File: config.mk
export PLATFORM = sky130hd
export DESIGN_NAME = i2c_master_register_access_sequencer
export DESIGN_NICKNAME = d
export VERILOG_FILES = /design/src/rtl/core/i2cseq_pkg.sv /design/src/rtl/core/i2cseq_poll.sv /design/src/rtl/core/i2c_master_register_access_sequencer.sv
export SDC_FILE = /design/constraint.sdc
export NUM_CORES = 1
export LEC_CHECK = 0
export BUFFER_PORTS_ARGS = -buffer_cell sky130_fd_sc_hd__buf_2
export CELL_PAD_IN_SITES_DETAIL_PLACEMENT = 1
export CELL_PAD_IN_SITES_GLOBAL_PLACEMENT = 1
export CORE_MARGIN = 4
export CORE_UTILIZATION = 45
export CTS_CLUSTER_DIAMETER = 40
export DETAILED_ROUTE_END_ITERATION = 12
export PLACE_DENSITY = 0.91
export SYNTH_ARGS = -nofsm -noshare
export SYNTH_HDL_FRONTEND = slang
export SYNTH_HIERARCHICAL = 1
export SYNTH_SLANG_ARGS = --single-unit
File: constraint.sdc
create_clock -name clock -period 4 [get_ports clock]
set_input_delay 0.4 -clock clock [delete_from_list [all_inputs] [get_ports clock]]
set_output_delay 0.4 -clock clock [all_outputs]
set_load 0.01 [all_outputs]
File: src/rtl/core/i2cseq_pkg.sv
// ----------------------------------------------------------------------------
// i2cseq_pkg
// shared types and status codes of the i2c register access sequencer
// ----------------------------------------------------------------------------
package i2cseq_pkg;

   // controller status codes, upper five bits of the status register
   localparam logic [7:0] STATUS_MASK     = 8'hF8;
   localparam logic [7:0] ST_START        = 8'h08;
   localparam logic [7:0] ST_REP_START    = 8'h10;
   localparam logic [7:0] ST_MT_SLA_ACK   = 8'h18;
   localparam logic [7:0] ST_MT_DATA_ACK  = 8'h28;
   localparam logic [7:0] ST_MR_SLA_ACK   = 8'h40;
   localparam logic [7:0] ST_MR_DATA_NACK = 8'h58;

   typedef enum logic [1:0] {
      CMD_NONE  = 2'd0,
      CMD_START = 2'd1,
      CMD_XFER  = 2'd2,
      CMD_STOP  = 2'd3
   } cmd_type;

   // sub-step of a phase; capture is only meaningful in the receive phase
   typedef enum logic [1:0] {
      STEP_ISSUE   = 2'd0,
      STEP_WAIT    = 2'd1,
      STEP_CHECK   = 2'd2,
      STEP_CAPTURE = 2'd3
   } step_type;

   typedef enum logic [2:0] {
      WR_START = 3'd0,
      WR_SLA   = 3'd1,
      WR_REG   = 3'd2,
      WR_DATA  = 3'd3,
      WR_STOP  = 3'd4
   } wr_phase_type;

   typedef enum logic [2:0] {
      RD_START   = 3'd0,
      RD_SLA_W   = 3'd1,
      RD_REG     = 3'd2,
      RD_RESTART = 3'd3,
      RD_SLA_R   = 3'd4,
      RD_RECEIVE = 3'd5,
      RD_STOP    = 3'd6
   } rd_phase_type;

   typedef struct packed {
      wr_phase_type write_phase;
      rd_phase_type read_phase;
      step_type     start_step;
      step_type     restart_step;
      step_type     address_step;
      step_type     byte_step;
      step_type     receive_step;
      step_type     stop_step;
   } seq_state_type;

   typedef struct packed {
      logic       func;
      logic [7:0] slave_addr_byte;
      logic [7:0] reg_addr;
      logic [7:0] write_data;
      logic       int_flag;
      logic       stop_pending;
      logic [7:0] status_reg;
      logic [7:0] rx_byte;
   } req_type;

   typedef struct packed {
      cmd_type    ctrl_cmd;
      logic       data_write_valid;
      logic [7:0] data_value;
      logic       done_res;
      logic       read_valid;
      logic [7:0] read_data;
   } rsp_type;

endpackage

File: src/rtl/core/i2cseq_poll.sv
// ----------------------------------------------------------------------------
// i2cseq_poll
// one poll of the sequencer: next phase/sub-step state and the poll result
// ----------------------------------------------------------------------------
module i2cseq_poll (
   input  i2cseq_pkg::req_type       req,
   input  i2cseq_pkg::seq_state_type cur,
   output i2cseq_pkg::seq_state_type nxt,
   output i2cseq_pkg::rsp_type       rsp
);

   logic [7:0] status_code;
   logic [7:0] sla_read;

   // command / wait flag / compare status
   function automatic i2cseq_pkg::step_type byte_step_next(
      input i2cseq_pkg::step_type step,
      input logic                 flag,
      input logic                 match
   );
      i2cseq_pkg::step_type res;
      res = i2cseq_pkg::STEP_ISSUE;
      unique case (step)
         i2cseq_pkg::STEP_ISSUE: res = i2cseq_pkg::STEP_WAIT;
         i2cseq_pkg::STEP_WAIT:  res = flag ? i2cseq_pkg::STEP_CHECK : i2cseq_pkg::STEP_WAIT;
         i2cseq_pkg::STEP_CHECK: res = match ? i2cseq_pkg::STEP_ISSUE : i2cseq_pkg::STEP_CHECK;
         default:                res = i2cseq_pkg::STEP_ISSUE;
      endcase
      return res;
   endfunction

   function automatic logic byte_step_done(
      input i2cseq_pkg::step_type step,
      input logic                 match
   );
      return (step == i2cseq_pkg::STEP_CHECK) && match;
   endfunction

   assign status_code = req.status_reg & i2cseq_pkg::STATUS_MASK;
   assign sla_read    = req.slave_addr_byte + 8'd1;

   // next state
   always_comb begin
      nxt = cur;
      if (!req.func) begin
         unique case (cur.write_phase)
            i2cseq_pkg::WR_START: begin
               nxt.start_step = byte_step_next(cur.start_step, req.int_flag,
                                               status_code == i2cseq_pkg::ST_START);
               if (byte_step_done(cur.start_step, status_code == i2cseq_pkg::ST_START))
                  nxt.write_phase = i2cseq_pkg::WR_SLA;
            end
            i2cseq_pkg::WR_SLA: begin
               nxt.address_step = byte_step_next(cur.address_step, req.int_flag,
                                                 status_code == i2cseq_pkg::ST_MT_SLA_ACK);
               if (byte_step_done(cur.address_step, status_code == i2cseq_pkg::ST_MT_SLA_ACK))
                  nxt.write_phase = i2cseq_pkg::WR_REG;
            end
            i2cseq_pkg::WR_REG: begin
               nxt.byte_step = byte_step_next(cur.byte_step, req.int_flag,
                                              status_code == i2cseq_pkg::ST_MT_DATA_ACK);
               if (byte_step_done(cur.byte_step, status_code == i2cseq_pkg::ST_MT_DATA_ACK))
                  nxt.write_phase = i2cseq_pkg::WR_DATA;
            end
            i2cseq_pkg::WR_DATA: begin
               nxt.byte_step = byte_step_next(cur.byte_step, req.int_flag,
                                              status_code == i2cseq_pkg::ST_MT_DATA_ACK);
               if (byte_step_done(cur.byte_step, status_code == i2cseq_pkg::ST_MT_DATA_ACK))
                  nxt.write_phase = i2cseq_pkg::WR_STOP;
            end
            i2cseq_pkg::WR_STOP: begin
               unique case (cur.stop_step)
                  i2cseq_pkg::STEP_ISSUE: nxt.stop_step = i2cseq_pkg::STEP_WAIT;
                  i2cseq_pkg::STEP_WAIT: begin
                     if (!req.stop_pending) nxt.stop_step = i2cseq_pkg::STEP_CHECK;
                  end
                  i2cseq_pkg::STEP_CHECK: begin
                     nxt.stop_step   = i2cseq_pkg::STEP_ISSUE;
                     nxt.write_phase = i2cseq_pkg::WR_START;
                  end
                  default: nxt.stop_step = i2cseq_pkg::STEP_ISSUE;
               endcase
            end
            default: ;
         endcase
      end else begin
         unique case (cur.read_phase)
            i2cseq_pkg::RD_START: begin
               nxt.start_step = byte_step_next(cur.start_step, req.int_flag,
                                               status_code == i2cseq_pkg::ST_START);
               if (byte_step_done(cur.start_step, status_code == i2cseq_pkg::ST_START))
                  nxt.read_phase = i2cseq_pkg::RD_SLA_W;
            end
            i2cseq_pkg::RD_SLA_W: begin
               nxt.address_step = byte_step_next(cur.address_step, req.int_flag,
                                                 status_code == i2cseq_pkg::ST_MT_SLA_ACK);
               if (byte_step_done(cur.address_step, status_code == i2cseq_pkg::ST_MT_SLA_ACK))
                  nxt.read_phase = i2cseq_pkg::RD_REG;
            end
            i2cseq_pkg::RD_REG: begin
               nxt.byte_step = byte_step_next(cur.byte_step, req.int_flag,
                                              status_code == i2cseq_pkg::ST_MT_DATA_ACK);
               if (byte_step_done(cur.byte_step, status_code == i2cseq_pkg::ST_MT_DATA_ACK))
                  nxt.read_phase = i2cseq_pkg::RD_RESTART;
            end
            i2cseq_pkg::RD_RESTART: begin
               nxt.restart_step = byte_step_next(cur.restart_step, req.int_flag,
                                                 status_code == i2cseq_pkg::ST_REP_START);
               if (byte_step_done(cur.restart_step, status_code == i2cseq_pkg::ST_REP_START))
                  nxt.read_phase = i2cseq_pkg::RD_SLA_R;
            end
            i2cseq_pkg::RD_SLA_R: begin
               nxt.address_step = byte_step_next(cur.address_step, req.int_flag,
                                                 status_code == i2cseq_pkg::ST_MR_SLA_ACK);
               if (byte_step_done(cur.address_step, status_code == i2cseq_pkg::ST_MR_SLA_ACK))
                  nxt.read_phase = i2cseq_pkg::RD_RECEIVE;
            end
            i2cseq_pkg::RD_RECEIVE: begin
               unique case (cur.receive_step)
                  i2cseq_pkg::STEP_ISSUE: nxt.receive_step = i2cseq_pkg::STEP_WAIT;
                  i2cseq_pkg::STEP_WAIT: begin
                     if (req.int_flag) nxt.receive_step = i2cseq_pkg::STEP_CHECK;
                  end
                  i2cseq_pkg::STEP_CHECK: begin
                     if (status_code == i2cseq_pkg::ST_MR_DATA_NACK)
                        nxt.receive_step = i2cseq_pkg::STEP_CAPTURE;
                  end
                  default: begin
                     nxt.receive_step = i2cseq_pkg::STEP_ISSUE;
                     nxt.read_phase   = i2cseq_pkg::RD_STOP;
                  end
               endcase
            end
            i2cseq_pkg::RD_STOP: begin
               unique case (cur.stop_step)
                  i2cseq_pkg::STEP_ISSUE: nxt.stop_step = i2cseq_pkg::STEP_WAIT;
                  i2cseq_pkg::STEP_WAIT: begin
                     if (!req.stop_pending) nxt.stop_step = i2cseq_pkg::STEP_CHECK;
                  end
                  i2cseq_pkg::STEP_CHECK: begin
                     nxt.stop_step  = i2cseq_pkg::STEP_ISSUE;
                     nxt.read_phase = i2cseq_pkg::RD_START;
                  end
                  default: nxt.stop_step = i2cseq_pkg::STEP_ISSUE;
               endcase
            end
            default: ;
         endcase
      end
   end

   // poll result
   always_comb begin
      rsp = '0;
      if (!req.func) begin
         unique case (cur.write_phase)
            i2cseq_pkg::WR_START: begin
               if (cur.start_step == i2cseq_pkg::STEP_ISSUE) rsp.ctrl_cmd = i2cseq_pkg::CMD_START;
            end
            i2cseq_pkg::WR_SLA: begin
               rsp.data_write_valid = 1'b1;
               rsp.data_value       = req.slave_addr_byte;
               if (cur.address_step == i2cseq_pkg::STEP_ISSUE)
                  rsp.ctrl_cmd = i2cseq_pkg::CMD_XFER;
            end
            i2cseq_pkg::WR_REG: begin
               rsp.data_write_valid = 1'b1;
               rsp.data_value       = req.reg_addr;
               if (cur.byte_step == i2cseq_pkg::STEP_ISSUE) rsp.ctrl_cmd = i2cseq_pkg::CMD_XFER;
            end
            i2cseq_pkg::WR_DATA: begin
               rsp.data_write_valid = 1'b1;
               rsp.data_value       = req.write_data;
               if (cur.byte_step == i2cseq_pkg::STEP_ISSUE) rsp.ctrl_cmd = i2cseq_pkg::CMD_XFER;
            end
            i2cseq_pkg::WR_STOP: begin
               if (cur.stop_step == i2cseq_pkg::STEP_ISSUE) rsp.ctrl_cmd = i2cseq_pkg::CMD_STOP;
               rsp.done_res = (cur.stop_step == i2cseq_pkg::STEP_CHECK);
            end
            default: ;
         endcase
      end else begin
         unique case (cur.read_phase)
            i2cseq_pkg::RD_START: begin
               if (cur.start_step == i2cseq_pkg::STEP_ISSUE) rsp.ctrl_cmd = i2cseq_pkg::CMD_START;
            end
            i2cseq_pkg::RD_SLA_W: begin
               rsp.data_write_valid = 1'b1;
               rsp.data_value       = req.slave_addr_byte;
               if (cur.address_step == i2cseq_pkg::STEP_ISSUE)
                  rsp.ctrl_cmd = i2cseq_pkg::CMD_XFER;
            end
            i2cseq_pkg::RD_REG: begin
               rsp.data_write_valid = 1'b1;
               rsp.data_value       = req.reg_addr;
               if (cur.byte_step == i2cseq_pkg::STEP_ISSUE) rsp.ctrl_cmd = i2cseq_pkg::CMD_XFER;
            end
            i2cseq_pkg::RD_RESTART: begin
               if (cur.restart_step == i2cseq_pkg::STEP_ISSUE)
                  rsp.ctrl_cmd = i2cseq_pkg::CMD_START;
            end
            i2cseq_pkg::RD_SLA_R: begin
               rsp.data_write_valid = 1'b1;
               rsp.data_value       = sla_read;
               if (cur.address_step == i2cseq_pkg::STEP_ISSUE)
                  rsp.ctrl_cmd = i2cseq_pkg::CMD_XFER;
            end
            i2cseq_pkg::RD_RECEIVE: begin
               if (cur.receive_step == i2cseq_pkg::STEP_ISSUE)
                  rsp.ctrl_cmd = i2cseq_pkg::CMD_XFER;
               if (cur.receive_step == i2cseq_pkg::STEP_CAPTURE) begin
                  rsp.read_valid = 1'b1;
                  rsp.read_data  = req.rx_byte;
               end
            end
            i2cseq_pkg::RD_STOP: begin
               if (cur.stop_step == i2cseq_pkg::STEP_ISSUE) rsp.ctrl_cmd = i2cseq_pkg::CMD_STOP;
               rsp.done_res = (cur.stop_step == i2cseq_pkg::STEP_CHECK);
            end
            default: ;
         endcase
      end
   end

endmodule

File: src/rtl/core/i2c_master_register_access_sequencer.sv
// ----------------------------------------------------------------------------
// i2c_master_register_access_sequencer
// poll-driven i2c register write / read sequencer for a byte-level controller
// ----------------------------------------------------------------------------
// Every req item is one poll of a register transaction (req_func 0 = write,
// 1 = read) together with the controller flags observed at that moment; every
// poll yields exactly one rsp item holding the control command to issue, an
// optional data register write, an optional captured receive byte and the
// done flag. A write runs start, slave address, register address, data byte,
// stop; a read runs start, slave address (write bit), register address,
// repeated start, slave address (read bit), receive without ack, stop. Each
// byte phase issues its command on its first poll, then waits for the
// interrupt flag, then compares the masked status; on a mismatch it keeps
// polling the compare step. One item is accepted per cycle while req_stall is
// low; each item is held in the input register, then moves into the result
// register once that register is free, and the phase registers are the only
// thing one poll hands to the next, updated in the same cycle the result is
// registered.
// ----------------------------------------------------------------------------
module i2c_master_register_access_sequencer (
   input  logic       clock,
   input  logic       reset,

   input  logic       req_valid,
   output logic       req_stall,
   input  logic       req_func,
   input  logic [7:0] req_slave_addr_byte,
   input  logic [7:0] req_reg_addr,
   input  logic [7:0] req_write_data,
   input  logic       req_int_flag,
   input  logic       req_stop_pending,
   input  logic [7:0] req_status_reg,
   input  logic [7:0] req_rx_byte,

   output logic       rsp_valid,
   input  logic       rsp_stall,
   output logic [1:0] rsp_ctrl_cmd,
   output logic       rsp_data_write_valid,
   output logic [7:0] rsp_data_value,
   output logic       rsp_done_res,
   output logic       rsp_read_valid,
   output logic [7:0] rsp_read_data
);

   // input register
   logic                      in_valid_ff, in_valid_in;
   i2cseq_pkg::req_type       in_req_ff, in_req_in;

   // phase and sub-step registers carried from poll to poll
   i2cseq_pkg::seq_state_type state_ff, state_in;

   // result register
   logic                      out_valid_ff, out_valid_in;
   i2cseq_pkg::rsp_type       out_rsp_ff, out_rsp_in;

   i2cseq_pkg::seq_state_type poll_state;
   i2cseq_pkg::rsp_type       poll_rsp;
   i2cseq_pkg::req_type       req_bundle;

   logic out_free;    // result register can take a new item this cycle
   logic advance;     // the held poll moves into the result register
   logic req_accept;

   assign req_bundle = '{
      func:            req_func,
      slave_addr_byte: req_slave_addr_byte,
      reg_addr:        req_reg_addr,
      write_data:      req_write_data,
      int_flag:        req_int_flag,
      stop_pending:    req_stop_pending,
      status_reg:      req_status_reg,
      rx_byte:         req_rx_byte
   };

   // handshake: the input register refills while it drains
   assign out_free   = !out_valid_ff || !rsp_stall;
   assign advance    = in_valid_ff && out_free;
   assign req_stall  = in_valid_ff && !out_free;
   assign req_accept = req_valid && !req_stall;

   i2cseq_poll u_poll (
      .req (in_req_ff),
      .cur (state_ff),
      .nxt (poll_state),
      .rsp (poll_rsp)
   );

   always_comb begin
      in_valid_in = in_valid_ff;
      in_req_in   = in_req_ff;
      if (req_accept) begin
         in_valid_in = 1'b1;
         in_req_in   = req_bundle;
      end else if (advance) begin
         in_valid_in = 1'b0;
      end
   end

   always_comb begin
      state_in     = state_ff;
      out_valid_in = out_valid_ff;
      out_rsp_in   = out_rsp_ff;
      if (advance) begin
         state_in     = poll_state;
         out_valid_in = 1'b1;
         out_rsp_in   = poll_rsp;
      end else if (out_free) begin
         // result taken, nothing to replace it
         out_valid_in = 1'b0;
      end
   end

   // control state
   always_ff @(posedge clock) begin
      if (reset) begin
         in_valid_ff  <= 1'b0;
         out_valid_ff <= 1'b0;
         state_ff     <= '{
            write_phase:  i2cseq_pkg::WR_START,
            read_phase:   i2cseq_pkg::RD_START,
            start_step:   i2cseq_pkg::STEP_ISSUE,
            restart_step: i2cseq_pkg::STEP_ISSUE,
            address_step: i2cseq_pkg::STEP_ISSUE,
            byte_step:    i2cseq_pkg::STEP_ISSUE,
            receive_step: i2cseq_pkg::STEP_ISSUE,
            stop_step:    i2cseq_pkg::STEP_ISSUE
         };
      end else begin
         in_valid_ff  <= in_valid_in;
         out_valid_ff <= out_valid_in;
         state_ff     <= state_in;
      end
   end

   // payload registers
   always_ff @(posedge clock) begin
      in_req_ff  <= in_req_in;
      out_rsp_ff <= out_rsp_in;
   end

   assign rsp_valid            = out_valid_ff;
   assign rsp_ctrl_cmd         = out_rsp_ff.ctrl_cmd;
   assign rsp_data_write_valid = out_rsp_ff.data_write_valid;
   assign rsp_data_value       = out_rsp_ff.data_value;
   assign rsp_done_res         = out_rsp_ff.done_res;
   assign rsp_read_valid       = out_rsp_ff.read_valid;
   assign rsp_read_data        = out_rsp_ff.read_data;

   // a poll that leaves the input register always lands in the result register
   a_advance_lands: assert property (@(posedge clock) disable iff (reset)
      advance |=> out_valid_ff)
      else $error("poll lost between input and result register");

   // input side only stalls while a poll is held
   a_stall_needs_held: assert property (@(posedge clock) disable iff (reset)
      req_stall |-> in_valid_ff)
      else $error("req_stall without a held poll");

   // completion poll and receive capture never issue a command or a data write
   a_done_quiet: assert property (@(posedge clock) disable iff (reset)
      (out_valid_ff && (out_rsp_ff.done_res || out_rsp_ff.read_valid)) |->
         (out_rsp_ff.ctrl_cmd == i2cseq_pkg::CMD_NONE && !out_rsp_ff.data_write_valid))
      else $error("done or capture poll also issued a command");

   // a stalled result holds its place
   a_result_holds: assert property (@(posedge clock) disable iff (reset)
      (out_valid_ff && rsp_stall) |=> (out_valid_ff && $stable(out_rsp_ff)))
      else $error("stalled result changed");

endmodule

==> metrics.md <==
| Metric | Value |
|---|---|
| Outcome | `finished, final reports clean` |
| Initial drt markers | `roughly 410` |
| Number of global-route vias before repair | `~3400` |
| CP max FO | `26` |
| Syn Std Cell Area | `4230 µm²` |
| Max Buffers Root-to-Sink | `2` |
| Max frequency | `409 MHz` |
| Die Wd | `between 100 and 150 µm` |
| Worst Path Class, Setup | `flip-flop to flip-flop` |
| Via count | `about 3400` |
| Reg2Reg Depth | `6` |
| Post-route ant nets | `0` |
| Max Cap Viol | `0` |
| Layout cell share with drive strength beyond 1 | `around a quarter` |
| Root buffer cell | `clkbuf_8` |
| Initial Util | `a little under half` |
| Htree depth | `3` |
| Routed WL | `between 10 and 15 mm` |
| Final Net Count | `around 480` |
| Cell area power density | `355 nW/µm²` |
| Setup ws final | `1.55 ns` |
| Delay of the slowest critical-path stage | `0.92 ns` |
| CP most frequent cell | `a32o_1` |
| Crit path cell chain | `nor2b_1 > a32o_1 > o21ai_0 > a32o_1 > nand2b_1 > mux2i_1` |
| TritonCTS clock tree | `yes` |
| DR pass1 iterations | `5` |
| Syn avg cell area | `~11 µm²` |
| Setup_tns | `0 ns` |
| Cells after Synth | `374` |
| Gr ovfl total | `0` |
| Setup Skew | `around 0.0093 ns` |
| Resized cells post-CTS | `0` |
| Slew Viols, Final | `0` |
| Critical Path AT | `about 2.7 ns` |
| Slowest cell on crit path | `edfxtp_1` |
| Ports | `70` |
| Hold Crit Depth | `1` |
| Die area | `11000 µm²` |
| Final-report hold violation count | `0` |
| Global-route wire length before repair | `roughly 18 mm` |
| Worst skew pair latency | `0.36 ns` |
| Largest net degree at the start of global routing | `41` |
| Tcrit/Tclk final | `between 60% and 70%` |
| Total clock sinks | `81` |
| VDD IR max | `between 0.00015 and 0.0002 V` |
| Worst setup SP type | `flip-flop` |
| Tmin final | `about 2.4 ns` |
| Die height | `between 100 and 150 µm` |
| Net Count, Synth | `about 420` |
| Vias per cell | `between 6 and 7` |
| DRC errors left | `0` |
| Critical path endpoint category | `flip-flop` |
| Port bufs | `66` |
| Pre-CTS WS | `about 1.7 ns` |
| Clock-pin slew on the worst setup and hold paths | `0.09 ns` |
| RSZ-0062 raised after global routing | `no` |
| Post-DP HPWL | `7.45 mm` |
| GRT Total Usage | `roughly 21%` |
| CTS Buf Count | `9` |
| Max-slew headroom | `a little under a quarter` |
| Ant diodes | `0` |
| Fillcell total | `just over 1000` |
| Leak | `between 1.5 and 2 nW` |
| Setup violators final | `0` |
| Core area | `between 9000 and 10000 µm²` |
| Yosys Warn Count | `6` |
| Cell Rows | `35` |
| Critical path required time | `4.22 ns` |
| Wirelength per Cell | `~21 µm` |
| Post-CTS Hold Fix Bufs | `0` |
| Worst Max-Slew Pin Slew | `around 1.2 ns` |
| Syn-to-layout area delta | `12.8%` |
| Initial antenna violation count | `0` |
| Worst Hold Class | `input pin to flip-flop` |
| RePlAce Congestion | `about 0.93` |
| Postcts setup bufs | `0` |
## worst max-delay path: cells and delay by family, from the launching register on
kind	cells	cell delay, ns
compound gates	3	0.67
flops	1	0.92
mux	1	0.07
simple gates	2	0.65
## final timing paths
| check | from | to | slack [ns] |
|---|---|---|---|
| worst max-delay path | in_req_ff[42] | state_ff[13] | 1.55 |
| worst min register to register | in_req_ff[0] | rsp_read_data[0] | 0.52 |
| worst min-delay path | req_write_data[5] | in_req_ff[23] | 0.21 |
| worst max register to register | in_req_ff[42] | state_ff[13] | 1.55 |
## cell usage in the layout (no fill, tap or decap), types with 3 or more instances in the layout
cell type / n
nor4_1: 3
inv_1: 7
o221ai_1: 4
a22oi_1: 11
nand2_1: 13
nor2_1: 13
o21ai_1: 3
nor3_1: 4
mux2_2: 10
nand2b_1: 39
a22o_1: 4
o22ai_1: 6
mux2i_1: 19
a31oi_1: 5
xor2_1: 6
and3_1: 4
a21oi_1: 16
nand3_1: 12
and2_1: 10
clkinv_4: 3
nor2b_1: 7
nor4b_1: 3
nand4_1: 4
a21o_1: 4
dfxtp_1: 20
edfxtp_1: 61
clkbuf_8: 9
a2bb2oi_1: 4
o31ai_1: 6
nor3b_1: 6
o21ai_0: 11
a211oi_1: 3
buf_2: 66
## through the flow
step,hold slack (ns),std cells,util [%],power (mW),instance area [µm²]
global route,0.185,544,51.9,1.76,4770
finish,0.209,544,51.9,1.70,4770
detailed placement,0.507,528,49.8,1.11,4580
floorplan,0.445,374,-,1.06,4230
CTS,0.198,544,51.9,1.71,4770
global placement,0.469,528,49.8,1.10,4580
## routing by layer
layer | share of wire (%) | vias up | global-route usage (%)
met5 | 0 | - | 0
met4 | 2.2 | 0 | 6.94
met3 | 6.2 | 26 | 4.45
met2 | 50 | 158 | 35.2
met1 | 41 | 1701 | 26.0
li1 | - | 1525 | -
## power by group
group,leakage [nW],switching [mW],internal (mW)
Sequential,0.749,0.0326,0.942
Clock,0.0964,0.310,0.291
Combinational,0.834,0.0648,0.0551
## sequential cells by signal (all words and copies together) (netlist names)
register / count
in_valid_ff: 1
in_req_ff: 40
rsp_done_res: 1
rsp_read_valid: 1
rsp_data_value: 8
rsp_valid: 1
rsp_read_data: 8
rsp_data_write_valid: 1
rsp_ctrl_cmd: 2
state_ff: 18
## final cells by class
class | instances | area [µm²] | share of cell area (%)
inverter | 7 | 26.3 | 0.550
clock inverter | 6 | 68.8 | 1.44
clock buffer | 10 | 128 | 2.67
tap | 111 | 139 | 2.91
timing repair buffer | 67 | 338 | 7.08
sequential | 81 | 2230 | 46.8
multi-input combinational | 262 | 1840 | 38.6
Power figures use the tool's default switching activity.
